`config.mk`:
```
export PLATFORM = sky130hd
export DESIGN_NAME = cgs_div
export DESIGN_NICKNAME = d
export VERILOG_FILES = /design/src/cgs_pkg.sv /design/src/cgs_div.sv
export SDC_FILE = /design/constraint.sdc
export NUM_CORES = 1
export LEC_CHECK = 0
export BUFFER_PORTS_ARGS = -buffer_cell sky130_fd_sc_hd__buf_4
export CORE_MARGIN = 10
export CORE_UTILIZATION = 35
export DETAILED_ROUTE_END_ITERATION = 10
export PLACE_DENSITY = 0.55
export SYNTH_ARGS = -nofsm -noshare
export SYNTH_HDL_FRONTEND = slang
export SYNTH_SLANG_ARGS = --single-unit
```
`constraint.sdc`:
```
create_clock -name clock -period 3.8 [get_ports clock]
set_clock_uncertainty 0.1 [all_clocks]
set_input_delay 0.57 -clock clock [delete_from_list [all_inputs] [get_ports clock]]
set_output_delay 0.57 -clock clock [all_outputs]
set_load 0.1 [all_outputs]
```
`src/cgs_pkg.sv`:
```
`timescale 1ns / 1ps
package cgs_pkg;

   localparam int MAX_STOPS   = 16;
   localparam int STOP_AW     = $clog2(MAX_STOPS);
   localparam int MAX_ENTRIES = 4096;
   localparam int POSTER_MAX  = 1024;

   localparam int DIV_N = 24;
   localparam int DIV_D = 13;
   localparam int DIV_Q = 11;

   typedef enum logic {
      CMD_LOAD   = 1'b0,
      CMD_SAMPLE = 1'b1
   } cmd_type;

   typedef enum logic [1:0] {
      ST_OK    = 2'd0,
      ST_RANGE = 2'd1,
      ST_EMPTY = 2'd2
   } status_type;

   typedef enum logic [1:0] {
      REG_STOP_COUNT = 2'd0,
      REG_RESOLUTION = 2'd1,
      REG_CYCLIC     = 2'd2,
      REG_POSTERIZE  = 2'd3
   } reg_type;

   typedef struct packed {
      logic               valid;
      cmd_type            cmd;
      logic [STOP_AW-1:0] slot;
      logic [23:0]        rgb;
      logic [11:0]        idx;
      status_type         status;
      logic [4:0]         n;
      logic [4:0]         segs;
      logic [11:0]        un;
      logic [12:0]        ud;
      logic [10:0]        post;
      logic [22:0]        prod;
      logic [15:0]        t;
      logic [STOP_AW-1:0] seg;
      logic [12:0]        fn;
   } pipe_type;

   typedef struct packed {
      logic [7:0]  red;
      logic [7:0]  green;
      logic [7:0]  blue;
      logic [11:0] echo;
      status_type  status;
   } result_type;

endpackage

```
`src/cgs_div.sv`:
```
`timescale 1ns / 1ps
module cgs_div (
   input  logic                       clock,
   input  logic                       en,
   input  logic [cgs_pkg::DIV_N-1:0]  num,
   input  logic [cgs_pkg::DIV_D-1:0]  den,
   output logic [cgs_pkg::DIV_Q-1:0]  quo
);
   import cgs_pkg::*;

   // restoring division, one quotient bit per stage; needs num < den << DIV_Q
   logic [DIV_N-1:0] rem_ff [DIV_Q];
   logic [DIV_D-1:0] den_ff [DIV_Q];
   logic [DIV_Q-1:0] quo_ff [DIV_Q];

   genvar s;
   for (s = 0; s < DIV_Q; s++) begin : g_stage
      logic [DIV_N-1:0] rem_i;
      logic [DIV_N-1:0] dsh;
      logic [DIV_D-1:0] den_i;
      logic [DIV_Q-1:0] quo_i;
      logic             ge;

      if (s == 0) begin : g_first
         assign rem_i = num;
         assign den_i = den;
         assign quo_i = '0;
      end else begin : g_next
         assign rem_i = rem_ff[s-1];
         assign den_i = den_ff[s-1];
         assign quo_i = quo_ff[s-1];
      end

      assign dsh = DIV_N'(den_i) << (DIV_Q - 1 - s);
      assign ge  = (rem_i >= dsh);

      always_ff @(posedge clock) begin
         if (en) begin
            rem_ff[s] <= ge ? (rem_i - dsh) : rem_i;
            den_ff[s] <= den_i;
            quo_ff[s] <= quo_i | (DIV_Q'(ge) << (DIV_Q - 1 - s));
         end
      end
   end

   assign quo = quo_ff[DIV_Q-1];

endmodule

```
=== Word-level counts from Yosys, hierarchy flattened ===
Memory sizes are Yosys's and may differ from the RTL's.
Cells that the tools add are included.

* Bits in registers: 0
* RAM bits: 528
* Input bits: 39
* Output and inout bits: 11
* Word-level logic and storage cells: 48
* Memories kept: 3

* Add/sub/neg operators: 11
* $lt $le $gt $ge: 11
* Multiplexer cells: 13
* Bitwise gates (word level): 10

{| class="wikitable"
|+ Memory list
! name !! depth !! width !! rd ports !! clocked after memory_dff !! wr ports !! RTL line !! source
|-
| rem_ff || 11 || 24 || 10 || 0 || 11 || cgs_div.sv:12 || <nowiki>logic [DIV_N-1:0] rem_ff [DIV_Q];</nowiki>
|-
| den_ff || 11 || 13 || 10 || 0 || 11 || cgs_div.sv:13 || <nowiki>logic [DIV_D-1:0] den_ff [DIV_Q];</nowiki>
|-
| quo_ff || 11 || 11 || 11 || 0 || 11 || cgs_div.sv:14 || <nowiki>logic [DIV_Q-1:0] quo_ff [DIV_Q];</nowiki>
|}

{| class="wikitable"
|+ Operators by type and width
! cell !! number
|-
| 24-bit two-way mux || 11
|-
| 24-bit by 13-bit >= comparator with 1-bit output || 1
|-
| 24-bit by 14-bit >= comparator with 1-bit output || 1
|-
| 24-bit by 15-bit >= comparator with 1-bit output || 1
|-
| 24-bit by 16-bit >= comparator with 1-bit output || 1
|-
| 24-bit by 17-bit >= comparator with 1-bit output || 1
|-
| 24-bit by 18-bit >= comparator with 1-bit output || 1
|-
| 24-bit by 19-bit >= comparator with 1-bit output || 1
|-
| 24-bit by 20-bit >= comparator with 1-bit output || 1
|-
| 24-bit by 21-bit >= comparator with 1-bit output || 1
|-
| 24-bit by 22-bit >= comparator with 1-bit output || 1
|-
| 24-bit by 23-bit >= comparator with 1-bit output || 1
|-
| 24-bit by 13-bit subtractor with 24-bit output || 1
|-
| 24-bit by 14-bit subtractor with 24-bit output || 1
|-
| 24-bit by 15-bit subtractor with 24-bit output || 1
|-
| 24-bit by 16-bit subtractor with 24-bit output || 1
|-
| 24-bit by 17-bit subtractor with 24-bit output || 1
|-
| 24-bit by 18-bit subtractor with 24-bit output || 1
|-
| 24-bit by 19-bit subtractor with 24-bit output || 1
|-
| 24-bit by 20-bit subtractor with 24-bit output || 1
|-
| 24-bit by 21-bit subtractor with 24-bit output || 1
|-
| 24-bit by 22-bit subtractor with 24-bit output || 1
|-
| 24-bit by 23-bit subtractor with 24-bit output || 1
|-
| 11-bit by 1-bit OR with 11-bit output || 1
|-
| other kinds (10) || 11
|}

=== Depth between registers and ports, before layout ===
Gate-level depths: netlist (run 1).
An unclocked memory read counts as a cell.

* Depth after elaboration: 3
* Mapped depth: 13
* Gate-level depth less buffers: 11

=== Worst setup path after synthesis (run 1) ===
Ideal clock, no wire load.

* Kind: input -> register
* Start: in den[2] (netlist name)
* End: mem rem_ff[0][18] (data pin)
* Setup time: 260 ps
* Arrival time: 2839 ps
* Data required time: 3440 ps
* Path slack: 601 ps
* Cell stages on the path: 10
* Buffers on the path: 1
* Cells stage by stage: inv_1 -> ha_1 -> nor2b_1 -> o31a_1 -> o21ai_0 -> a31o_2 -> a21oi_1 -> o32ai_1 -> clkbuf_1 -> mux2_2

{| class="wikitable"
|+ RTL lines
! element !! RTL line !! source
|-
| from (decl) || cgs_div.sv:6 || <nowiki>input logic [cgs_pkg::DIV_D-1:0] den,</nowiki>
|-
| to (decl) || cgs_div.sv:12 ||
|}

==> results of run 1 <==
per-layer routing:
metal / up-vias / routed length [µm] / share of wire
met5: - / 0 / 0
met4: 0 / 2300 / 0.051
met3: 131 / 1520 / 0.034
met2: 317 / 23800 / 0.53
met1: 6873 / 17000 / 0.38
li1: 7242 / - / -
per-stage QoR:
step / instances / util
after floorplan: 1897 / -
after global placement: 2800 / 0.379
after detailed placement: 2800 / 0.379
after CTS: 2891 / 0.403
after global routing: 2891 / 0.403
final: 2891 / 0.403
flip-flops by register name (all words and copies together), names as in the netlist:
| register | flops |
|---|---|
| rem_ff | 240 |
| quo_ff | 66 |
| den_ff | 130 |
final timing paths:
path | from | to | slack, ns | depth (start not counted)
setup / recovery | rem_ff[8][1]$_DFFE_PP_ | rem_ff[9][21]$_DFFE_PP_ | 0.22 | 11
hold / removal | num[0] | rem_ff[0][0]$_DFFE_PP_ | 0.07 | 1
setup reg to reg | rem_ff[8][1]$_DFFE_PP_ | rem_ff[9][21]$_DFFE_PP_ | 0.22 | 11
hold reg to reg | quo_ff[1][9]$_DFFE_PP_ | quo_ff[2][9]$_DFFE_PP_ | 0.31 | 0
report_power, final:
group          total [mW]  leakage, nW  internal, mW  switching [mW]
Clock                4.50        0.756          2.61            1.89
Sequential           7.22         4.20          6.65           0.573
Combinational        5.46         4.86          2.36            3.10
Total                17.2         9.82          11.6            5.56
cells in the final DEF, fill, tap and decap left out, types with 56 or more instances in the layout:
cell type and instances:
buf_4 74, nor2_1 91, ha_1 143, o21ai_0 134, nand2_1 152, a21oi_1 114, edfxtp_1 436, xnor2_1 56
xor2_1 75, inv_1 177
worst max-delay path, cell delays in order, from the launching register on:
cell and delay, ns:
edfxtp_1 0.38, inv_1 0.07, ha_1 0.15, inv_1 0.05, fa_1 0.42, a211oi_1 0.43
o32ai_1 0.24, a311oi_2 0.39, a21oi_1 0.14, o21a_1 0.27, a2111oi_1 0.53, xor2_1 0.12
repair_timing:
item                                   CTS  global route
gates resized for setup                  0             2
hold buffers                             0             0
setup endpoints to repair                0             1
endpoints found under the hold margin    0             0
area by class of cell:
class                   count  share of cell area
inverters                 177              0.0256
clock buffers              54              0.0488
repair buffers             81              0.0266
well taps                 855              0.0413
multi-input cells        1251               0.342
clock inverters            37              0.0108
flip-flops and latches    436               0.505
logic make-up after synthesis:
| kind of cell | Yosys count |
|---|---|
| and+or+nand+nor | 483 |
| AOI/OAI and AO/OA | 447 |
| DFF | 436 |
| buffers and inverters | 210 |
| adders and majority gates | 153 |
| xor gates and xnor gates | 131 |
| muxes | 37 |
==> flow_summary_export.csv, run 1 <==
group,metric,value,unit
routing,drt_iter0_drc,798,
synth,synthCells,1897,
sta,fin_crit_sh,0.941,
cells_and_area,multiInputGateArea,8860,µm²
routing,dr.pass1.iters,5,
pwr,p_leak,9.82,nW
placed_design,port_buffers,49,
sta,setup_viol,0,
routing,wire_per_inst,15.4,µm
synth,synth_nets,2089,
synth,synth_common_cells,"436 x edfxtp_1, 177 x inv_1, 152 x nand2_1, 143 x ha_1, 135 x o21ai_0",
pwr,ir_drop,326,µV
floorplan,rows,93,
synth,yosys_warnings,0,
cells_and_area,area_growth_syn_to_layout,14.0,%
critical_path,crit_fanout,5,
sta,layout_setup_ws,0.224,ns
floorplan,die_height,275,µm
synth,synth_cell_types,76,
synth,synth_area,22700,µm²
run_status,status,"complete, no violations",
clocking,cts-htree-levels,2,
grt,grt_use_met3,0.0203,
sta,fin_crit,3.58,ns
routing,postRouteAntennaNets,0,
cells_and_area,antenna_cells,0,
floorplan,core_area,64300,µm²
synth,synth_top_family_by_area,"compound AO/OA/AOI/OAI gates",
cells_and_area,regArea,13100,µm²
sta,finalHoldViolCount,0,
grt,grt_max_degree,95,
synth,synth.area.mux_share,0.0179,
grt,grt_use_total,0.116,
critical_path,setup.worst_path.class,"reg -> reg",
sta,worst_pin_slew,1.00,ns
grt,grt_busiest_layer,"met2",
clocking,cts.clk_slew.worst_paths,0.06,ns
clocking,cts_tree,"yes",
grt,grt_remaining_overflow,0,
clocking,clock_sinks,436,
run,drv_cap,0,
clocking,clockBufferDepth,3,
placed_design,place_area,24400,µm²
synth,synth_top_cell_by_area,"edfxtp_1",
grt,grt_pass1_vias,15200,
clocking,postCtsSetupBuffers,0,
clocking,cts-root-buf,"clkbuf_16",
sta,slew_viol_final,0,
critical_path,cp.required,4.00,ns
cells_and_area,fillers,5994,
synth,yosysSeqAreaShare,0.576,
floorplan,die_area,75600,µm²
synth,synth-xor-area-share,0.0505,
floorplan,ios,50,
floorplan,die_width,275,µm
synth,synth-simple-area-share,0.108,
routing,vias_per_cell,5.04,
synth,ys.flop_type,"edfxtp_1",
critical_path,cp.arrival,3.78,ns
grt,antenna_found_initial,0,
routing,drcViolationCount,0,
floorplan,start_util,0.353,
synth,avgSynthCellArea,12.0,µm²
synth,synth_top_area_frac,0.576,
hold_path,hp-class,"in -> reg",
critical_path,crit_path_end_kind,"flip-flop",
clocking,clk_latency,0.59,ns
routing,vias,14600,
cells_and_area,fin_nets,2188,
placed_design,hpwl,33400,µm
sta,tns,0,ns
grt,grt_pass1_wl,72500,µm
synth,ys_seq_elements,436,
routing,routed_wl,44600,µm
clocking,cts_buffers,49,
critical_path,cp-start-kind,"flip-flop",
grt,grt_use_met2,0.227,
placed_design,gp_congestion,0.901,
synth,synth_compound_area_frac,0.124,
cells_and_area,fin_area,25900,µm²
sta,slew-limit-headroom,0.333,
pwr,p_per_area,663,nW/µm²
synth,synth_edf_count,436,
synth,yosys-top-cells-area,"edfxtp_1 58%, ha_1 7.9%, o21ai_0 3.0%",
synth,postSynth.asyncResetShare,0,
cells_and_area,layout-drive-gt1-share,0.102,
pwr,p_total,17.2,mW
synth,yosysMostFrequentCell,"edfxtp_1",
synth,synthAdderAreaFrac,0.0875,
sta,hold_slack,0.0662,ns
sta,grt_setup_unrepaired,"false",
sta,clock.fmax,280,MHz
grt,use_met1,0.113,
placed_design,pre_cts_ws,0.220,ns
Note: power is estimated with default switching activity, not from simulation.
==> inputs of run 2 (changes only) <==
--- a/config.mk
+++ b/config.mk
@@ -6,10 +6,12 @@
 export NUM_CORES = 1
 export LEC_CHECK = 0
 export BUFFER_PORTS_ARGS = -buffer_cell sky130_fd_sc_hd__buf_4
-export CORE_MARGIN = 10
+export CELL_PAD_IN_SITES_DETAIL_PLACEMENT = 1
+export CELL_PAD_IN_SITES_GLOBAL_PLACEMENT = 1
 export CORE_UTILIZATION = 35
 export DETAILED_ROUTE_END_ITERATION = 10
-export PLACE_DENSITY = 0.55
+export PLACE_DENSITY = 0.63
+export SLEW_MARGIN = 10
 export SYNTH_ARGS = -nofsm -noshare
 export SYNTH_HDL_FRONTEND = slang
 export SYNTH_SLANG_ARGS = --single-unit
==> run 2 against run 1 <==
  * Sequential cell count stayed put
  * Largest power group unchanged
  * Critical path depth is the same
  * Sequential share of layout area is 0.11 points lower
  * Critical endpoint unchanged
  * Largest cell class unchanged
==> flow_summary_export.csv, run 2 (same netlist as run 1, synthesis figures left out) <==
group,metric,value,unit
run_status,status,"complete, no violations",
critical_path,cp.arrival,3.75,ns
clocking,hold_buffers,0,
critical_path,setup.worst_path.class,"reg -> reg",
sta,fin_crit_sh,0.931,
hold_path,hp-class,"in -> reg",
pwr,p_total,17.6,mW
sta,fin_crit,3.54,ns
routing,dr.pass1.iters,7,
routing,vias,14700,
sta,grt_setup_unrepaired,"false",
clocking,cts-htree-levels,2,
pwr,ir_drop,341,µV
clocking,cts-root-buf,"clkbuf_16",
cells_and_area,layout_commonest_cell,"edfxtp_1",
sta,worst_pin_slew,1.15,ns
cells_and_area,mostFrequentLayoutCells,"436 x edfxtp_1, 177 x inv_1, 152 x nand2_1",
critical_path,cp.required,4.01,ns
clocking,clockBufferDepth,3,
clocking,cts.clk_slew.worst_paths,0.06,ns
critical_path,crit_path_end_kind,"flip-flop",
cells_and_area,largestRegisters,"rem_ff x240, den_ff x130, quo_ff x66",
run,drv_cap,0,
floorplan,rows,93,
placed_design,hpwl,38300,µm
floorplan,core_area,64300,µm²
sta,setup_viol,0,
pwr,p_leak,9.85,nW
placed_design,port_buffers,49,
floorplan,ios,50,
routing,vias_per_cell,5.08,
cells_and_area,largest_reg_flops,240,
critical_path,timing.critical_path.mode_cell,"inv_1",
floorplan,die_width,257,µm
floorplan,die_area,66000,µm²
floorplan,die_height,257,µm
routing,postRouteAntennaNets,0,
sta,finalHoldViolCount,0,
cells_and_area,area_growth_syn_to_layout,14.3,%
sta,clock.fmax,283,MHz
routing,wire_per_inst,17.4,µm
grt,grt_pass1_wl,82500,µm
grt,grt_use_total,0.155,
grt,grt_pass1_vias,16200,
clocking,cts_tree,"yes",
clocking,cts_buffers,51,
critical_path,crit_fanout,5,
clocking,clk_latency,0.60,ns
grt,antenna_found_initial,0,
grt,grt_max_degree,90,
clocking,clock_sinks,436,
routing,drcViolationCount,0,
sta,tns,0,ns
critical_path,crit_chain,"inv_1 -> ha_1 -> inv_1 -> fa_1 -> a211oi_2 -> o32ai_1 -> a311oi_2 -> a21oi_1 -> o21a_1 -> a2111oi_1 -> xor2_1",
placed_design,gp_congestion,0.882,
cells_and_area,antenna_cells,0,
cells_and_area,layout-drive-gt1-share,0.102,
sta,slew_viol_final,0,
routing,drt_iter0_drc,524,
pwr,p_per_area,677,nW/µm²
floorplan,start_util,0.353,
grt,grt_remaining_overflow,0,
routing,routed_wl,50400,µm
sta,slew-limit-headroom,0.223,
cells_and_area,fin_nets,2190,
critical_path,crit_path_top_delay_cell,"a2111oi_1",
critical_path,cp-start-kind,"flip-flop",
cells_and_area,regMostFlops,"rem_ff",
critical_path,critPathMaxStageDelay,0.56,ns
==> run 2: changes by cell type in the layout (fill, tap and decap cells not counted), sizes merged <==
cell / change
clkinv: -13
inv: +2
clkinvlp: -1
bufinv: +2
clkbuf: +10
==> run 2: repair_timing <==
| item | 4_1_cts | 5_1_grt |
|---|---|---|
| setup buffers | 0 | 0 |
| setup endpoints to repair | 0 | 2 |
| gates resized for setup | 0 | 3 |
==> run 2: layout make-up <==
class,instances,area (µm²)
inverters,177,664
clock inverters,27,287
repair buffers,81,678
flip-flops and latches,436,13100
multi-input cells,1251,8860
fillers,6830,38400
clock buffers,64,1330
well taps,855,1070
==> run 2: final timing paths <==
kind	startpoint	to	slack (ns)	cells past startpoint
min reg2reg	quo_ff[8][6]$_DFFE_PP_	quo_ff[9][6]$_DFFE_PP_	0.32	0
max reg2reg	rem_ff[8][1]$_DFFE_PP_	rem_ff[9][21]$_DFFE_PP_	0.26	11
min	den[3]	den_ff[0][3]$_DFFE_PP_	0.06	1
max	rem_ff[8][1]$_DFFE_PP_	rem_ff[9][21]$_DFFE_PP_	0.26	11
==> run 2: where the power goes <==
| part | internal (mW) | total (mW) | switching, mW |
|---|---|---|---|
| registers | 6.65 | 7.27 | 0.617 |
| logic | 2.38 | 5.58 | 3.20 |
| clock network | 2.81 | 4.73 | 1.92 |
==> run 2: critical path, delay by kind of cell, from the launching register on <==
family,cells,cell delay [ns]
adders and majority gates,2,0.60
buffers and inverters,2,0.16
xor gates and xnor gates,1,0.14
DFF,1,0.39
AOI/OAI and AO/OA,6,1.87
==> run 2: metal layers <==
layer | share of wire | up-vias | GRT usage
met3 | 0.027 | 107 | 0.0255
met2 | 0.56 | 170 | 0.313
met1 | 0.38 | 7169 | 0.153
met5 | 0 | - | 0
met4 | 0.038 | 0 | 0.0627
li1 | - | 7235 | -
==> run 2: metrics by stage <==
step / util / instances / cell area [µm²] / setup WS [ns] / hold slack, ns
2_1_floorplan: - / 1897 / 22700 / 0.601 / 0.300
3_5_place_dp: 0.379 / 2800 / 24400 / 0.0278 / 0.305
3_3_place_gp: 0.379 / 2800 / 24400 / 0.190 / 0.301
4_1_cts: 0.404 / 2891 / 26000 / 0.0219 / 0.0195
5_1_grt: 0.404 / 2891 / 26000 / 0.0641 / 0.0203
6_report: 0.404 / 2891 / 26000 / 0.263 / 0.0637
